$ cat src/vpmc_pkg.sv
`timescale 1ns / 1ps
`default_nettype none
// ----------------------------------------------------------------------------
// vpmc_pkg
// Types, constants and fixed-point helpers of the view-projection composer.
// ----------------------------------------------------------------------------
package vpmc_pkg;

  localparam int DIR_FRAC_BITS = 14;
  localparam int POS_FRAC_BITS = 16;
  localparam int WW            = 68;
  localparam int ONE_D         = 1 << DIR_FRAC_BITS;
  localparam int ONE_P         = 1 << POS_FRAC_BITS;

  localparam logic [2:0] REG_SCALE_X  = 3'd0;
  localparam logic [2:0] REG_SCALE_Y  = 3'd1;
  localparam logic [2:0] REG_DEPTH_Z  = 3'd2;
  localparam logic [2:0] REG_DEPTH_W  = 3'd3;
  localparam logic [2:0] REG_PLANE    = 3'd4;

  localparam logic [3:0] LAST_IDX = 4'd15;

  typedef logic signed [31:0]   word_t;
  typedef logic signed [WW-1:0] wide_t;
  typedef word_t [15:0]         mat_t;

  localparam word_t MAX32 = 32'sh7FFF_FFFF;
  localparam word_t MIN32 = 32'sh8000_0000;

  typedef struct packed {
    logic signed [15:0] heading_x;
    logic signed [15:0] heading_y;
    logic signed [15:0] pitch_cos;
    logic signed [15:0] pitch_sin;
    logic signed [31:0] position_x;
    logic signed [31:0] position_y;
    logic signed [31:0] position_z;
  } cam_word_t;

  typedef struct packed {
    logic        [3:0]  element_index;
    logic signed [31:0] element_value;
    logic               last_element;
  } elem_word_t;

  typedef struct packed {
    word_t scale_x;
    word_t scale_y;
    word_t depth_z;
    word_t depth_w;
    word_t plane_distance;
  } proj_t;

  localparam proj_t PROJ_RESET = '{scale_x: 32'sd98304, scale_y: 32'sd98304,
                                   depth_z: 32'sd0, depth_w: 32'sd0,
                                   plane_distance: -32'sd65536};

  // round half up, then arithmetic shift
  function automatic wide_t rnd(input wide_t v, input int unsigned sh);
    wide_t h;
    h = wide_t'(1) <<< (sh - 1);
    return (v + h) >>> sh;
  endfunction

  function automatic word_t sat32(input wide_t v);
    word_t r;
    if (v > wide_t'(MAX32)) begin
      r = MAX32;
    end else if (v < wide_t'(MIN32)) begin
      r = MIN32;
    end else begin
      r = v[31:0];
    end
    return r;
  endfunction

  function automatic word_t mul_d(input word_t a, input word_t b);
    logic signed [63:0] p;
    p = a * b;
    return sat32(rnd(wide_t'(p), DIR_FRAC_BITS));
  endfunction

  function automatic word_t neg_sat(input word_t p);
    return (p == MIN32) ? MAX32 : -p;
  endfunction

endpackage
`default_nettype wire

$ cat src/vpmc_queue.sv
`timescale 1ns / 1ps
`default_nettype none
// ----------------------------------------------------------------------------
// vpmc_queue
// Two-entry queue of view matrices between front and back.
// ----------------------------------------------------------------------------
module vpmc_queue import vpmc_pkg::*; (
  input  logic clk,
  input  logic rst,
  input  logic push_valid,
  output logic push_ready,
  input  mat_t push_mat,
  output logic pop_valid,
  input  logic pop_ready,
  output mat_t pop_mat
);

  mat_t       mem [2];
  logic       wr_ptr, rd_ptr;
  logic [1:0] count;
  logic       push, pop;

  assign push_ready = (count != 2'd2);
  assign pop_valid  = (count != 2'd0);
  assign pop_mat    = mem[rd_ptr];
  assign push       = push_valid && push_ready;
  assign pop        = pop_valid && pop_ready;

  always_ff @(posedge clk) begin
    if (rst) begin
      wr_ptr <= 1'b0;
      rd_ptr <= 1'b0;
      count  <= 2'd0;
    end else begin
      if (push) begin
        wr_ptr <= !wr_ptr;
      end
      if (pop) begin
        rd_ptr <= !rd_ptr;
      end
      case ({push, pop})
        2'b10:   count <= count + 2'd1;
        2'b01:   count <= count - 2'd1;
        default: count <= count;
      endcase
    end
  end

  always_ff @(posedge clk) begin
    if (push) begin
      mem[wr_ptr] <= push_mat;
    end
  end

endmodule
`default_nettype wire

$ cat config.mk
export PLATFORM = sky130hd
export DESIGN_NAME = vpmc_queue
export DESIGN_NICKNAME = d
export VERILOG_FILES = /design/src/vpmc_pkg.sv /design/src/vpmc_queue.sv
export SDC_FILE = /design/constraint.sdc
export NUM_CORES = 1
export LEC_CHECK = 0
export BUFFER_PORTS_ARGS = -buffer_cell sky130_fd_sc_hd__buf_2
export CAP_MARGIN = 20
export CORE_AREA = 2 2 406 408
export DETAILED_ROUTE_END_ITERATION = 8
export DIE_AREA = 0 0 408 410
export REMOVE_ABC_BUFFERS = 1
export SLEW_MARGIN = 20
export SYNTH_ARGS = -nofsm -noshare
export SYNTH_HDL_FRONTEND = slang
export SYNTH_SLANG_ARGS = --single-unit
$ cat constraint.sdc
create_clock -name clk -period 37 [get_ports clk]
set_input_delay 3.7 -clock clk [delete_from_list [all_inputs] [get_ports clk]]
set_output_delay 3.7 -clock clk [all_outputs]
set_load 0.05 [all_outputs]
==> impl_metrics.toml, run 1 <==
[critical_path]
crit_arrival_ns = 4.77
cp_slowest_cell = "dfxtp_4"
critPathTopFamily = "buffers and inverters"
path_class = "flip-flop to output pin"
crit_top_cell = "buf_4"
path_max_fanout = 149
max_stage_delay_ns = 0.91
path_buf_inv = 4
crit_path_start_kind = "flip-flop"
critPathRequiredTime_ns = 33.30
cp-end-kind = "output pin"
path_cells = "buf_4 > buf_4 > buf_12 > mux2_2 > buf_2"

[cells_and_area]
multi_input_area_sq_um = 5890
fin_nets = 3232
syn_to_final_growth_pct = 29.0
fillers = 16300
final_cells = 4997
drive_gt1_share_pct = 60.8
design_area_sq_um = 48200
ff_latch_area_sq_um = 30900
utilization_pct = 29.5

[sta]
rsz0062_at_grt = "no"
fin_hold_ws_ns = 0.516
fmax_mhz = 118
fin_ws_ns = 28.53
setup_viol = 0
tightest_slew_ns = 1.07
post-route-min-period_ns = 8.47
drv_slew = 0
setup_tns_ns = 0
hold_viol_final = 0
timing.final.crit_share_pct = 22.9
slew_headroom_pct = 28.7
skew_ns = 0.0246

[clocking]
hold_buffers = 0
clk_pin_slew_ns = 0.06
cts_root_buf = "clkbuf_16"
htreeDepth = 3
cts_tree = "yes"
cts_resized = 0
postCtsSetupRepairBufs = 0
clk_path_buf_depth = 3
cts_inserted_buffers = 106
clk_latency_ns = 0.70
cts.sinks = 1029

[yosys]
synth_largest_area_cell = "edfxtp_1"
synth-main-ff-cell = "edfxtp_1"
syn_avg_cell_area_sq_um = 23.1
yosysWarnings = 0
synth_most_common_cell = "edfxtp_1"
ys_ff_latch = 1029
synthArstFlopShare_pct = 0
netlist_instances = 1617
synth_cell_types = 20
netlist_top_cells_count = "edfxtp_1 (1,024), mux2_2 (512), buf_6 (54)"
synth_edf_count = 1024
synth_area_sq_um = 37400
netlist.area_leader.share_pct = 82.3
yosys-top-cells-area = "edfxtp_1 (82%), mux2_2 (15%), buf_6 (1.6%), dfxtp_1 (0.27%), xnor2_1 (0.047%)"
ys_seq_area_share_pct = 82.6

[power_and_ir_drop]
power_mw = 4.00
powerDensity_nw_per_um2 = 82.9
p_leak_nw = 17.3
vdd_drop_max_mv = 0.0552

[global_routing]
grt_usage_pct = 11.9
grt_pass1_vias = 20100
antenna_found_initial = 33
grt_max_degree = 150
grt-ovfl-total = 0
grt_pass1_wl_um = 143000

[die]
fp.dieW_um = 408
ios = 1030
start_util_pct = 22.9
core-area_sq_um = 163000
die-area_sq_um = 167000
die_h_um = 410
num_rows = 149

[status]
status = "completed"

[placement]
place_ws_ns = 28.67
dp.cells = 4796
numPortBuffers = 1029
gp_congestion = 0.865
placed_area_sq_um = 44800
place_hpwl_um = 76200

[flow_run]
cap_violations = 0

[routing]
drcViolationCount = 0
num_vias = 19800
wl_um = 105000
detail-route-antenna-nets = 0
drt-pass1-iter-count = 5
via_per_inst = 3.97
wire_per_inst_um = 21.0
detail_route.iter0.violations = 1316

[worst_hold_path]
hold_path_class = "flip-flop to flip-flop"
[registers in the layout (all words and copies together), names as in the netlist, named ones only]
name and cells:
mem 1024, count 2, rd_ptr 1, wr_ptr 1
[layer usage]
layer	track usage (%)	wire, um	vias to the layer above
met2	20.9	53800	819
met1	13.4	39100	10200
met3	4.43	9360	156
met4	3.51	2450	2
li1	-	-	8704
met5	0	13	-
[path summary, 6_finish.rpt]
check	endpoint	from	cells past startpoint	slack, ns
max	pop_mat[381]	flip-flop	5	28.53
max reg2reg	mem[0][290]	count[0]	7	31.82
min reg2reg	rd_ptr	rd_ptr	2	0.52
min	rd_ptr	rd_ptr	2	0.52
[worst min-delay path: stages (launching register included)]
cell and delay (ns):
dfxtp_1 0.32, xnor2_1 0.08, nor2_1 0.08
[placed cells by master, fill, tap and decap left out]
cell type	Yosys	routed
clkinv_16	0	4
o21ai_0	1	1
edfxtp_1	1024	1024
ha_1	1	1
diode_2	0	6
o21a_1	1	1
buf_4	0	14
mux2_2	512	512
clkbuf_1	0	31
nor2_1	3	3
nand2_1	1	1
dfxtp_1	5	4
clkinv_1	0	24
buf_2	3	1029
inv_8	0	2
clkinvlp_4	0	4
clkinv_4	0	2
clkinv_2	0	12
or2_2	1	1
xor2_1	1	1
xnor2_1	2	2
and3_4	0	1
a21bo_2	1	1
clkbuf_16	0	109
nand2b_1	1	1
buf_12	0	4
or3_1	1	1
dfxtp_4	0	1
a21oi_1	2	2
inv_6	0	2
bufinv_16	0	6
nand3b_1	1	1
[power by group]
group	switching, mW	internal, mW	leakage [nW]
registers	0.0395	1.47	9.62
clock network	0.447	0.585	1.62
logic	1.09	0.365	6.07
[layout make-up]
cell class                      instances  area share (%)
Antenna cell                            6          0.0311
Tap cell                             2189            5.68
Multi-Input combinational cell        530            12.2
Timing Repair Buffer                 1047            11.1
Inverter                                1          0.0234
Clock buffer                          140            5.90
Sequential cell                      1029            64.0
Clock inverter                         55            1.09
[cell families (layout without fill, tap and decap cells)]
logic type	Yosys count	in the layout	share of synthesized area (%)
flip-flops	1029	1029	82.6
AO/OA/AOI/OAI	5	5	0.0871
other	0	6	0
buffers and inverters	58	1243	1.68
adder cells (fa/ha/maj)	1	1	0.0335
XOR/XNOR	3	3	0.0703
AND/OR/NAND/NOR	9	9	0.127
multiplexers	512	512	15.4
(Power assumes the default switching activity.)
==> run 2: changes to the inputs <==
Settings changed: CORE_AREA 2 2 406 408 to 2 2 397 399, DIE_AREA 0 0 408 410 to 0 0 399 401.
Clock period 37 ns to 8.7 ns, I/O delays scaled along.
==> run 2 against run 1 <==
Total power grew to 4.3 times the previous value. Critical endpoint is now pop_mat[34]. Final area is essentially flat. Final cell count shrank 2.2%. Largest cell class unchanged. Clock power grew to 4.3 times the previous value. Clock skew grew 0.012 ns. Non-clock buffer count is the same. First-iteration DRC count shrank 9.4%. Worst hold slack lost 0.17 ns. Worst setup slack lost 24 ns. Sequential share of layout area is essentially flat. Sequential cell count is the same.
==> impl_metrics.toml, run 2 (same netlist as run 1, synthesis figures left out) <==
[cells_and_area]
regMostFlops = "mem"
fin_nets = 3235
top_regs = "mem x1024, count x2"
layout_commonest_cell = "buf_2"
drive_gt1_share_pct = 61.2
final_cell_mix = "buf_2 (1,029), edfxtp_1 (1,024), mux2_2 (512)"
syn_to_final_growth_pct = 29.0
largest_register_ffs = 1024

[sta]
fin_ws_ns = 4.38
rsz0062_at_grt = "no"
hold_viol_final = 0
slew_headroom_pct = 28.3
skew_ns = 0.0364
timing.final.crit_share_pct = 49.7
setup_viol = 0
drv_slew = 0
fmax_mhz = 231
tightest_slew_ns = 1.08
fin_hold_ws_ns = 0.345
post-route-min-period_ns = 4.32

[die]
core-area_sq_um = 156000
fp.dieW_um = 399
die-area_sq_um = 160000
num_rows = 145
die_h_um = 401
start_util_pct = 24.0
ios = 1030

[power_and_ir_drop]
vdd_drop_max_mv = 0.255
p_leak_nw = 17.4
powerDensity_nw_per_um2 = 353
power_mw = 17.0

[clocking]
clk_path_buf_depth = 3
cts_resized = 0
cts_tree = "yes"
cts_inserted_buffers = 109
postCtsSetupRepairBufs = 0
clk_pin_slew_ns = 0.06
hold_buffers = 0
cts.sinks = 1029
clk_latency_ns = 0.71
cts_root_buf = "clkbuf_16"
htreeDepth = 3

[critical_path]
path_class = "flip-flop to output pin"
reg2reg_from = "count[0]"
critPathRequiredTime_ns = 7.83
cp-end-kind = "output pin"
crit_path_start_kind = "flip-flop"
crit_arrival_ns = 3.45
path_max_fanout = 165

[global_routing]
use_met1_pct = 13.3
busiest_layer = "met2"
grtUsageMet2_pct = 21.8
use_met3_pct = 3.70
antenna_found_initial = 49
grt_usage_pct = 12.2
grt_pass1_vias = 20400
grt_pass1_wl_um = 141000
grt-ovfl-total = 0
grt_max_degree = 166

[worst_hold_path]
holdCritStartpoint = "push_mat[400]"
hold_path_class = "input port to flip-flop"

[flow_run]
cap_violations = 0

[placement]
numPortBuffers = 1029
place_hpwl_um = 75300
place_ws_ns = 5.10
gp_congestion = 0.916

[routing]
drt-pass1-iter-count = 6
detail-route-antenna-nets = 0
drcViolationCount = 0
via_per_inst = 4.05
wire_per_inst_um = 21.2
detail_route.iter0.violations = 1192
num_vias = 19800
wl_um = 103000

[status]
status = "completed"
==> run 2: final timing paths <==
| check | to | slack (ns) | depth (start not counted) |
|---|---|---|---|
| worst max-delay path | pop_mat[34] | 4.38 | 4 |
| worst min-delay path | mem[0][400] | 0.35 | 1 |
| worst max register to register | mem[0][332] | 5.41 | 5 |
| worst min register to register | flip-flop | 0.51 | 2 |
==> run 2: layout make-up <==
cell class                      instances  area, sq um
Multi-Input combinational cell        530         5890
Fill cell                           15400       107000
Clock inverter                         61          562
Inverter                                1         11.3
Clock buffer                          138         2880
Timing Repair Buffer                 1047         5390
Sequential cell                      1029        30900
Antenna cell                           21         52.6
Tap cell                             2058         2570
==> run 2: where the power goes <==
group / internal, mW / switching [mW] / total (mW)
Clock: 2.51 / 1.94 / 4.45
Sequential: 6.26 / 0.182 / 6.44
Combinational: 1.56 / 4.56 / 6.13
Total: 10.3 / 6.69 / 17.0
==> run 2: per-stage QoR <==
stage	cell area (sq um)	cells	util [%]	setup TNS, ns
final	48200	4885	31.0	0
after global routing	48200	4879	31.0	0
after global placement	44700	4665	28.7	0
after detailed placement	44700	4665	28.7	0
after CTS	48200	4864	30.9	0
after floorplan	36700	1560	-	-6898.89
==> run 2: critical path: stages (launching register included) <==
cell     delay, ns
dfxtp_4       0.80
buf_12        0.32
buf_12        0.56
mux2_2        0.43
buf_2         0.22
==> run 2: routing by layer <==
metal / vias to the layer above / wire (um)
li1: 8741 / -
met1: 10000 / 37900
met2: 796 / 53200
met3: 212 / 8310
met4: 6 / 3840
met5: - / 36
